==> config.mk <==
export PLATFORM = sky130hd
export DESIGN_NAME = serial_command_line_decoder_top
export DESIGN_NICKNAME = d
export VERILOG_FILES = /design/src/rtl/scld_pkg.sv /design/src/rtl/scld_match.sv /design/src/rtl/serial_command_line_decoder_top.sv
export SDC_FILE = /design/constraint.sdc
export NUM_CORES = 1
export LEC_CHECK = 0
export BUFFER_PORTS_ARGS = -buffer_cell sky130_fd_sc_hd__buf_4
export CORE_MARGIN = 8
export CORE_UTILIZATION = 40
export CTS_BUF_LIST = sky130_fd_sc_hd__clkbuf_16
export DETAILED_ROUTE_END_ITERATION = 10
export PLACE_DENSITY = 0.58
export SETUP_SLACK_MARGIN = 0.15
export SYNTH_ARGS = -nofsm -noshare
export SYNTH_HDL_FRONTEND = slang
export SYNTH_SLANG_ARGS = --single-unit
==> constraint.sdc <==
create_clock -name clock -period 2.79 [get_ports clock]
set_input_delay 0.1395 -clock clock [delete_from_list [all_inputs] [get_ports clock]]
set_output_delay 0.1395 -clock clock [all_outputs]
set_load 0.01 [all_outputs]
==> src/rtl/scld_pkg.sv <==
// shared types, constants and helper functions of the serial command line decoder
`default_nettype none
package scld_pkg;

   localparam int LINE_CHARS = 9;
   localparam int CNT_W      = $clog2(LINE_CHARS + 1);
   localparam int IDX_W      = $clog2(LINE_CHARS);

   localparam logic [7:0] KEY_CR = 8'h0d;
   localparam logic [7:0] KEY_BS = 8'h08;

   typedef logic [LINE_CHARS-1:0][7:0] line_type;
   typedef logic [CNT_W-1:0]           count_type;

   typedef enum logic [3:0] {
      CMD_NONE    = 4'd0,
      CMD_HELP    = 4'd1,
      CMD_TEST    = 4'd2,
      CMD_ADC     = 4'd3,
      CMD_VOLTAGE = 4'd4,
      CMD_CURRENT = 4'd5,
      CMD_ON      = 4'd6,
      CMD_OFF     = 4'd7,
      CMD_HALT    = 4'd8,
      CMD_RESET   = 4'd9,
      CMD_POWER   = 4'd10,
      CMD_INFO    = 4'd11,
      CMD_EMPTY   = 4'd12,
      CMD_ERROR   = 4'd13
   } cmd_type;

   typedef enum logic [2:0] {
      MODE_NONE    = 3'd0,
      MODE_TEST    = 3'd1,
      MODE_ADC     = 3'd2,
      MODE_VOLTAGE = 3'd3,
      MODE_CURRENT = 3'd4,
      MODE_POWER   = 3'd5
   } mode_type;

   typedef struct packed {
      cmd_type  command;
      mode_type mode;
      logic     mode_set;
   } match_type;

   function automatic logic [7:0] to_upper(logic [7:0] b);
      logic [7:0] r;
      r = b;
      if (b inside {[8'h61:8'h7a]}) begin
         r = b - 8'h20;
      end
      return r;
   endfunction

   // key holds up to eight characters, last character in the lowest byte
   function automatic logic key_hit(line_type l, logic [63:0] key, int len, logic whole);
      logic       hit;
      logic [7:0] c;
      hit = 1'b1;
      for (int i = 0; i < 8; i++) begin
         if (i < len) begin
            c = key[8*(len-1-i) +: 8];
            if (i < LINE_CHARS) begin
               if (l[IDX_W'(i)] != c) begin
                  hit = 1'b0;
               end
            end else begin
               hit = 1'b0;
            end
         end
      end
      if (whole && (len < LINE_CHARS)) begin
         if (l[IDX_W'(len)] != 8'h00) begin
            hit = 1'b0;
         end
      end
      return hit;
   endfunction

endpackage
`default_nettype wire

==> src/rtl/scld_match.sv <==
// uppercases a finished line and matches it against the command set
`default_nettype none
module scld_match (
   input  scld_pkg::line_type  line,
   output scld_pkg::match_type result
);
   import scld_pkg::*;

   line_type uc;

   always_comb begin
      for (int i = 0; i < LINE_CHARS; i++) begin
         uc[i] = to_upper(line[i]);
      end
   end

   always_comb begin
      result.command  = CMD_ERROR;
      result.mode     = MODE_NONE;
      result.mode_set = 1'b0;
      if (key_hit(uc, 64'("HELP"), 4, 1'b0)) begin
         result.command = CMD_HELP;
      end else if (key_hit(uc, 64'("TEST"), 4, 1'b0)) begin
         result.command  = CMD_TEST;
         result.mode     = MODE_TEST;
         result.mode_set = 1'b1;
      end else if (key_hit(uc, 64'("ADC"), 3, 1'b0)) begin
         result.command  = CMD_ADC;
         result.mode     = MODE_ADC;
         result.mode_set = 1'b1;
      end else if (key_hit(uc, 64'("VOLTAGE"), 7, 1'b1)) begin
         result.command  = CMD_VOLTAGE;
         result.mode     = MODE_VOLTAGE;
         result.mode_set = 1'b1;
      end else if (key_hit(uc, 64'("CURRENT"), 7, 1'b1)) begin
         result.command  = CMD_CURRENT;
         result.mode     = MODE_CURRENT;
         result.mode_set = 1'b1;
      end else if (key_hit(uc, 64'("ON"), 2, 1'b0)) begin
         result.command = CMD_ON;
      end else if (key_hit(uc, 64'("OFF"), 3, 1'b0)) begin
         result.command = CMD_OFF;
      end else if (key_hit(uc, 64'("RST"), 3, 1'b0)) begin
         result.command = CMD_HALT;
      end else if (key_hit(uc, 64'("R"), 1, 1'b0)) begin
         result.command = CMD_RESET;
      end else if (key_hit(uc, 64'("POWER"), 5, 1'b1)) begin
         result.command  = CMD_POWER;
         result.mode     = MODE_POWER;
         result.mode_set = 1'b1;
      end else if (key_hit(uc, 64'("INFO"), 4, 1'b1)) begin
         result.command = CMD_INFO;
      end else if (uc[0] == 8'h00) begin
         result.command  = CMD_EMPTY;
         result.mode     = MODE_NONE;
         result.mode_set = 1'b1;
      end
   end

endmodule
`default_nettype wire

==> src/rtl/serial_command_line_decoder_top.sv <==
// top level of the serial command line decoder: request register, line store and result register
`default_nettype none
// Takes one received byte per request and returns one result per request: the byte echoed,
// an erase flag for a backspace that removed a character, and on carriage return (rsp_tlast)
// the decoded command code. The display mode after the byte rides along in every result.
// One byte is taken every cycle while req_tready is high; a byte waits in the request register,
// and the line store and result register update together when it leaves, the command code
// coming from a combinational match of the stored line. A result waiting on rsp_tready
// holds one further request in the request register before req_tready drops.
module serial_command_line_decoder_top (
   input  wire logic        clock,
   input  wire logic        reset,
   input  wire logic        req_tvalid,
   output logic             req_tready,
   input  wire logic [7:0]  req_tdata,   // rx_byte
   output logic             rsp_tvalid,
   input  wire logic        rsp_tready,
   output logic [15:0]      rsp_tdata,   // echo_byte, erase_echo, command, display_mode
   output logic             rsp_tlast    // line_end
);
   import scld_pkg::*;

   logic       req_valid_ff;
   logic [7:0] req_byte_ff;
   logic       rsp_valid_ff;
   logic [7:0] echo_ff;
   logic       erase_ff;
   logic       line_end_ff;
   cmd_type    command_ff;
   line_type   line_ff;
   line_type   line_in;
   count_type  count_ff;
   count_type  count_in;
   count_type  count_dec;
   mode_type   mode_ff;
   mode_type   mode_in;
   logic       erase_in;
   logic       line_end_in;
   cmd_type    command_in;
   logic       advance;
   match_type  match;

   scld_match u_match (
      .line   (line_ff),
      .result (match)
   );

   assign advance    = !rsp_valid_ff || rsp_tready;
   assign req_tready = !req_valid_ff || advance;
   assign count_dec  = count_ff - CNT_W'(1);

   always_comb begin
      line_in     = line_ff;
      count_in    = count_ff;
      mode_in     = mode_ff;
      erase_in    = 1'b0;
      line_end_in = 1'b0;
      command_in  = CMD_NONE;
      if (req_byte_ff == KEY_CR) begin
         line_in     = '0;
         count_in    = '0;
         line_end_in = 1'b1;
         command_in  = match.command;
         if (match.mode_set) begin
            mode_in = match.mode;
         end
      end else if (req_byte_ff == KEY_BS) begin
         if (count_ff != '0) begin
            count_in                      = count_dec;
            line_in[count_dec[IDX_W-1:0]] = 8'h00;
            erase_in                      = 1'b1;
         end
      end else if (count_ff < CNT_W'(LINE_CHARS)) begin
         line_in[count_ff[IDX_W-1:0]] = req_byte_ff;
         count_in                     = count_ff + CNT_W'(1);
      end
   end

   always_ff @(posedge clock) begin
      if (reset) begin
         req_valid_ff <= 1'b0;
         rsp_valid_ff <= 1'b0;
         line_ff      <= '0;
         count_ff     <= '0;
         mode_ff      <= MODE_NONE;
      end else begin
         if (req_tready) begin
            req_valid_ff <= req_tvalid;
         end
         if (advance) begin
            rsp_valid_ff <= req_valid_ff;
         end
         if (req_valid_ff && advance) begin
            line_ff  <= line_in;
            count_ff <= count_in;
            mode_ff  <= mode_in;
         end
      end
   end

   always_ff @(posedge clock) begin
      if (req_tvalid && req_tready) begin
         req_byte_ff <= req_tdata;
      end
      if (req_valid_ff && advance) begin
         echo_ff     <= req_byte_ff;
         erase_ff    <= erase_in;
         line_end_ff <= line_end_in;
         command_ff  <= command_in;
      end
   end

   assign rsp_tvalid = rsp_valid_ff;
   assign rsp_tlast  = line_end_ff;
   assign rsp_tdata  = {mode_ff, command_ff, erase_ff, echo_ff};

endmodule
`default_nettype wire
Word level (Yosys, flattened, before mapping)
Index checks and enable logic that the tools add are counted.
- shift-type cells: 0
- mux-type cells: 141
- $mul: 0
- div/mod/pow operators: 0
- equal/unequal tests: 38
- $add $sub $neg: 10
- reduce and logical (&&, ||, !) cells: 28
- order comparisons: 21
- bitwise gates (word level): 4
- operators with widths (operator ; count):
    $mux 72 ; 4
    $ne 8x7->1 const B ; 35
    $mux 1 ; 103
    $mux 8 ; 11
    $and 72x72->72 ; 1
    $bwmux 72 ; 1
    $not 72->72 ; 1
    $demux 8 s4 ; 2
    $ge 8x7->1 const B ; 8
    $le 8x7->1 const B ; 8
    $sub 8x6->8 const B ; 8
    $mux 4 ; 13
    $reduce_bool 8->1 ; 3
    $eq 8x4->1 const B ; 2
    $mux 7 ; 2
    $logic_and 1x1->1 ; 12
    $mux 6 ; 2
    $lt 4x5->1 const B ; 2
    $ge 4x1->1 const B ; 2
    $logic_not 8->1 ; 1
    $reduce_or 8->1 ; 1
    $mux 3 ; 2
    $reduce_and 3->1 ; 2
    $mux 5 ; 1
    other kinds (11) ; 15
- ROM bits: 0
- bits of input ports: 12
- RAM bits: 0
- latch bits: 0
- register bits after elaboration: 103
- memories kept: 0

Depth between registers and ports, before layout
- word-level depth: 76
- mapped depth: 10

By module
A second synthesis with hierarchy kept.
- cell total of the unflattened synthesis: 542
- area, all modules: 5323.9 um2
- by module, submodules not included (module ; cells each ; area an instance (um2) ; seq. area each (um2) ; times used):
    serial_command_line_decoder_top ; 384 ; 4277.9 ; 2282.2 ; 1
    scld_match ; 158 ; 1046.0 ; 0.0 ; 1

Least setup slack after synthesis
Ideal clock, no wire load.
- kind: register to register
- from: register line_ff[40] (netlist bit)
- to: register mode_ff[0]
- buffers on the path: 0
- arrival time: 2.576 ns
- data required time: 2.704 ns
- stages on the path, launching flop included: 8
- path slack: 0.127 ns
- cell sequence: dfxtp_1 > or4_4 > o221ai_4 > nand4_1 > or3b_1 > or4_4 > a31o_4 > a221oi_2
- longest elaborated chain between the ends: 25
- elaborated cells on any way between the ends: 42
- RTL lines (what ; RTL line ; text):
    start: declaration ; serial_command_line_decoder_top.sv:30 ; line_type line_ff;
    start signal: assignment ; serial_command_line_decoder_top.sv:94 ; line_ff <= line_in;
    $ge 8x7->1 or $le 8x7->1 (tied branches) ; scld_pkg.sv:50 ; if (b inside {[8'h61:8'h7a]}) begin
    $logic_and 1x1->1 ; scld_pkg.sv:50 ;
    $mux 8 (*) ; scld_pkg.sv:50 ;
    $reduce_bool 8->1 ; scld_pkg.sv:74 ; if (l[IDX_W'(len)] != 8'h00) begin
    $mux 1 ; scld_pkg.sv:74 ;
    $mux 1 ; scld_match.sv:45 ; end else if (key_hit(uc, 64'("R"), 1, 1'b0)) begin
    $mux 1 ; scld_match.sv:43 ; end else if (key_hit(uc, 64'("RST"), 3, 1'b0)) begin
    $mux 1 ; scld_match.sv:41 ; end else if (key_hit(uc, 64'("OFF"), 3, 1'b0)) begin
    [... 9 more ...] ; - ;
    $mux 4 ; scld_match.sv:41 ;
    $mux 4 ; scld_match.sv:39 ; end else if (key_hit(uc, 64'("ON"), 2, 1'b0)) begin
    $mux 7 ; scld_match.sv:35 ; end else if (key_hit(uc, 64'("CURRENT"), 7, 1'b1)) begin
    $mux 7 (*) ; scld_match.sv:31 ; end else if (key_hit(uc, 64'("VOLTAGE"), 7, 1'b1)) begin
    $mux 6 (*) ; scld_match.sv:27 ; end else if (key_hit(uc, 64'("ADC"), 3, 1'b0)) begin
    $mux 6 (*) ; scld_match.sv:23 ; end else if (key_hit(uc, 64'("TEST"), 4, 1'b0)) begin
    $mux 4 (*) ; scld_match.sv:21 ; if (key_hit(uc, 64'("HELP"), 4, 1'b0)) begin
    $reduce_and 3->1 (no source line) ; - ;
    end signal: assignment ; serial_command_line_decoder_top.sv:96 ; mode_ff <= mode_in;
    end: declaration ; serial_command_line_decoder_top.sv:35 ; mode_type mode_ff;
Every way passes the cells marked *; elsewhere a longest branch is shown, timed or not. The select of a mux whose other input is x is not followed.
A chain may end at the register's enable or synchronous reset.

Final worst setup path
- from: register line_ff[36] (netlist bit)
- to: register mode_ff[1]
- longest elaborated chain between the ends: 27
- elaborated cells on any way between the ends: 58
- RTL lines (what ; RTL line ; text):
    $ge 8x7->1 or $le 8x7->1 (tied branches) ; scld_pkg.sv:50 ;
    $logic_and 1x1->1 ; scld_pkg.sv:50 ;
    $mux 8 (*) ; scld_pkg.sv:50 ;
    $reduce_bool 8->1 ; scld_pkg.sv:74 ;
    $mux 1 ; scld_pkg.sv:74 ;
    $mux 1 ; scld_match.sv:47 ; end else if (key_hit(uc, 64'("POWER"), 5, 1'b1)) begin
    $mux 1 ; scld_match.sv:45 ;
    $mux 1 ; scld_match.sv:43 ;
    [... 11 more ...] ; - ;
    $mux 4 ; scld_match.sv:41 ;
    $mux 4 ; scld_match.sv:39 ;
    $mux 7 ; scld_match.sv:35 ;
    $mux 7 (*) ; scld_match.sv:31 ;
    $mux 6 (*) ; scld_match.sv:27 ;
    $mux 6 (*) ; scld_match.sv:23 ;
    $mux 4 (*) ; scld_match.sv:21 ;
    $reduce_and 3->1 (no source line) ; - ;
Marked as above.

==> impl_metrics.tcl <==
set metrics [dict create \
    clock_transition_at_the_register_clock_pins_on_the_worst_setup_and_hold_paths_after_cts_ns 0.07 \
    final_cell_area_sq_mm 0.00615 \
    relative_slew_margins 0.463 \
    combPwrFrac 0.092 \
    placed_cell_area_sq_mm 0.00568 \
    vias 4650 \
    postSynth.topFlopCell "sky130_fd_sc_hd__dfxtp_1" \
    holdCritPathClass "in -> reg" \
    met1_usage 0.245 \
    worst_setup_path_startpoint "line_ff[36]$_SDFFE_PP0P_" \
    yosys.cell_types.count 63 \
    sw_frac 0.266 \
    worst_path_largest_cell_delay_ns 0.53 \
    tightest_slew_ns 0.805 \
    yosys_warnings 0 \
    initial_utilization 0.404 \
    multi_input_comb_area_sq_mm 0.00274 \
    timing.fmax_mhz 369 \
    gp_congestion 0.890 \
    design.die.area_sq_mm 0.0164 \
    postSynth.asyncResetShare 0 \
    reg2regPathDepth 7 \
    cts_tree "built" \
    run_status "finished clean" \
    grt.busiest_layer "met2" \
    critical_path_required_ns 3.05 \
    hold_viol 0 \
    detail_route.vias_per_cell 5.66 \
    numCtsBuffers 9 \
    post_synth.cell_area_avg_sq_um 8.66 \
    internal_power_mw 2.17 \
    clkLatencyLatePin_ns 0.35 \
    drt_pass1_iterations 5 \
    r2r_start "line_ff[36]$_SDFFE_PP0P_" \
    timing.hold.worst_endpoint "rsp_tvalid$_SDFFE_PP0P_" \
    maxCapViolCount 0 \
    syn_to_final_growth_pct 22.0 \
    syn_inst 582 \
    worst_hold_startpoint "rsp_tready" \
    grt_setup_unrepaired "true" \
    setup.worst_path.start_class "flop" \
    power.share.clock 0.413 \
    largest_driver_fanout_on_the_critical_path 3 \
    synth.cell_area_sq_mm 0.00504 \
    cpMaxStageDelayCell "sky130_fd_sc_hd__or4b_4" \
    post-route-min-period_ns 2.71 \
    route.final.wire_length_um 15100 \
    final_layout_size_suffix_gt1_frac 0.210 \
    setup_violations 0 \
    grt_util_met3 0.0279 \
    die_width_um 128 \
    routed_wire_length_per_instance_um 18.3 \
    fin_ws_ns 0.0808 \
    fp-row-count 41 \
    power_density_mw_per_mm2 480 \
    layout.cells.most_common "sky130_fd_sc_hd__nor2_1" \
    initialDrtViolationCount 467 \
    clock_sinks 95 \
    synth-seq-area-share 0.421 \
    hold_slack_ns 0.104 \
    worst-endpoint-arrival_ns 2.97 \
    grt_first_pass_wirelength_um 24400 \
    nNetsFinal 670 \
    drc 0 \
    peakVddDrop_mv 0.299 \
    detailed_place_hpwl_um 10900 \
    num_io_pins 31 \
    synth_seq_cells 95 \
    via_count_of_the_first_global_routing_pass 4483 \
    share_seq_of_total_power 0.495 \
    fill_cells 1189 \
    grt_antenna_before_repair 0 \
    cts_root_buffer "sky130_fd_sc_hd__clkbuf_16" \
    r2r_slack_ns 0.08 \
    grt_max_degree 74 \
    cts_max_level 3 \
    area.sequential_sq_mm 0.00213 \
    utilization_after_layout 0.493 \
    power.net_switching_uw 784 \
    clock-skew-final_ns 0.00674 \
    totalPowerFinal_mw 2.95 \
    kind_of_critical_path "reg -> reg" \
    whs_path_depth 4 \
    overflow 0 \
    layout.cells.most_common_list "99 x sky130_fd_sc_hd__nor2_1, 78 x sky130_fd_sc_hd__buf_4, 67 x sky130_fd_sc_hd__dfxtp_1" \
    synth_edf_count 22 \
    path_cells "or4b_4 > nor4_2 > nand4_1 > or3b_4 > or4_4 > a31o_4 > a221oi_2" \
    antennaDiodeCount 0 \
    cts.path.max_buffers 2 \
    place.port_buffers 30 \
    end_kind "flop" \
    chipHeight_um 128 \
    preCtsSetupSlack_ns 0.0429 \
    reg2reg_to "mode_ff[1]$_SDFFE_PP0P_" \
    placeableCoreArea_sq_mm 0.0125 \
    syn_nets 608 \
    power.static_leakage_nw 2.21 \
    grtUsageMet2 0.307 \
    detail-route-antenna-nets 0 \
    post-route-period-util 0.971 \
    global_routing_usage_summed_across_all_routing_layers 0.190 \
    final_report_max_slew_violation_count 0 \
]
-- flip-flops by register name, indices dropped and copies added, names as in the netlist --
signal	flops
echo_ff	8
erase_ff	1
rsp_tlast	1
req_valid_ff	1
line_ff	64
count_ff	4
rsp_tvalid	1
command_ff	4
req_byte_ff	8
mode_ff	3
-- power by group through the flow --
stage	logic, mW	registers (mW)	clock network [mW]
5_1_grt	0.295	1.47	1.30
2_1_floorplan	0.154	1.49	0
4_1_cts	0.268	1.46	1.24
3_3_place_gp	0.254	1.49	0
3_5_place_dp	0.257	1.49	0
6_report	0.271	1.46	1.22
-- per-stage QoR --
stage               setup TNS [ns]  std cells
finish                           0        821
global route                -0.125        821
CTS                              0        821
detailed placement               0        793
global placement                 0        793
floorplan                        0        582
-- kinds of logic (layout without fill, tap and decap cells) --
kind of cell               count (synthesis)  after routing  share of synthesized area
AOI/OAI and AO/OA                        134            134                      0.200
adders and majority gates                 14             14                     0.0348
buffers and inverters                     62            129                     0.0487
xor gates and xnor gates                   1              1                    0.00174
DFF                                       95             95                      0.421
and+or+nand+nor                          276            276                      0.294
-- critical path: cells and delay by family, from the launching register on --
kind | cells | cell delay (ns)
simple gates | 5 | 1.83
compound gates | 2 | 0.47
flops | 1 | 0.32
-- how the worst max path moves through the flow --
| stage | endpoint | slack, ns | cells after the start |
|---|---|---|---|
| 3_5_place_dp | mode_ff[0]$_SDFFE_PP0P_ | 0.04 | 7 |
| 3_3_place_gp | mode_ff[0]$_SDFFE_PP0P_ | 0.03 | 8 |
| 2_1_floorplan | mode_ff[0]$_SDFFE_PP0P_ | 0.15 | 9 |
| 4_1_cts | mode_ff[1]$_SDFFE_PP0P_ | 0.05 | 7 |
| 5_1_grt | mode_ff[1]$_SDFFE_PP0P_ | -0.06 | 7 |
| 6_report | mode_ff[1]$_SDFFE_PP0P_ | 0.08 | 7 |
-- per-layer routing --
metal / vias to the layer above / share of wire
met5: - / 0
met4: 0 / 0.023
met3: 24 / 0.058
met2: 138 / 0.47
met1: 2211 / 0.45
li1: 2277 / -
-- final cells by class --
| class | count | area share |
|---|---|---|
| well taps | 172 | 0.0350 |
| repair buffers | 87 | 0.110 |
| inverters | 26 | 0.0159 |
| clock buffers | 9 | 0.0366 |
| multi-input cells | 425 | 0.445 |
| clock inverters | 7 | 0.0108 |
| flip-flops and latches | 95 | 0.346 |
-- synth_stat cells (all sizes together) (2+ instances only) --
library cell  number  area [sq um]
and3              10          63.8
nand3b             7          52.6
o21a               4          30.0
nor3b              8          60.1
o22ai              2          12.5
inv               26          97.6
a221oi             4          60.1
a31o               2          26.3
o31ai              3          36.3
nand4b             2          17.5
nor4bb             6          60.1
clkbuf            26          97.6
and4bb             2          25.0
nor3              18          90.1
a32oi              2          17.5
a21o               3          22.5
nor4               8          50.1
or4                7          63.8
a21oi             20           104
o21ai             17          85.1
nand2             30           113
a22oi             64           480
nor4b              2          17.5
nand2b             4          25.0
buf               10          50.1
a211oi             4          30.0
ha                14           175
and3b              7          65.1
o221ai             2          35.0
nand4             21           131
nand3             18          90.1
o2111ai            2          23.8
edfxtp            22           661
and2              12          75.1
and4               2          18.8
dfxtp             73          1460
nor2b              6          37.5
nor2             100           375
-- repair_timing --
item                       4_1_cts  5_1_grt
pin swaps                        7        6
resized for setup                2       20
setup endpoints to repair        3       36
setup buffers                    3        0
hold endpoints to repair         9        0
hold buffers                     9        0
Note: power is estimated with default switching activity, not from simulation.
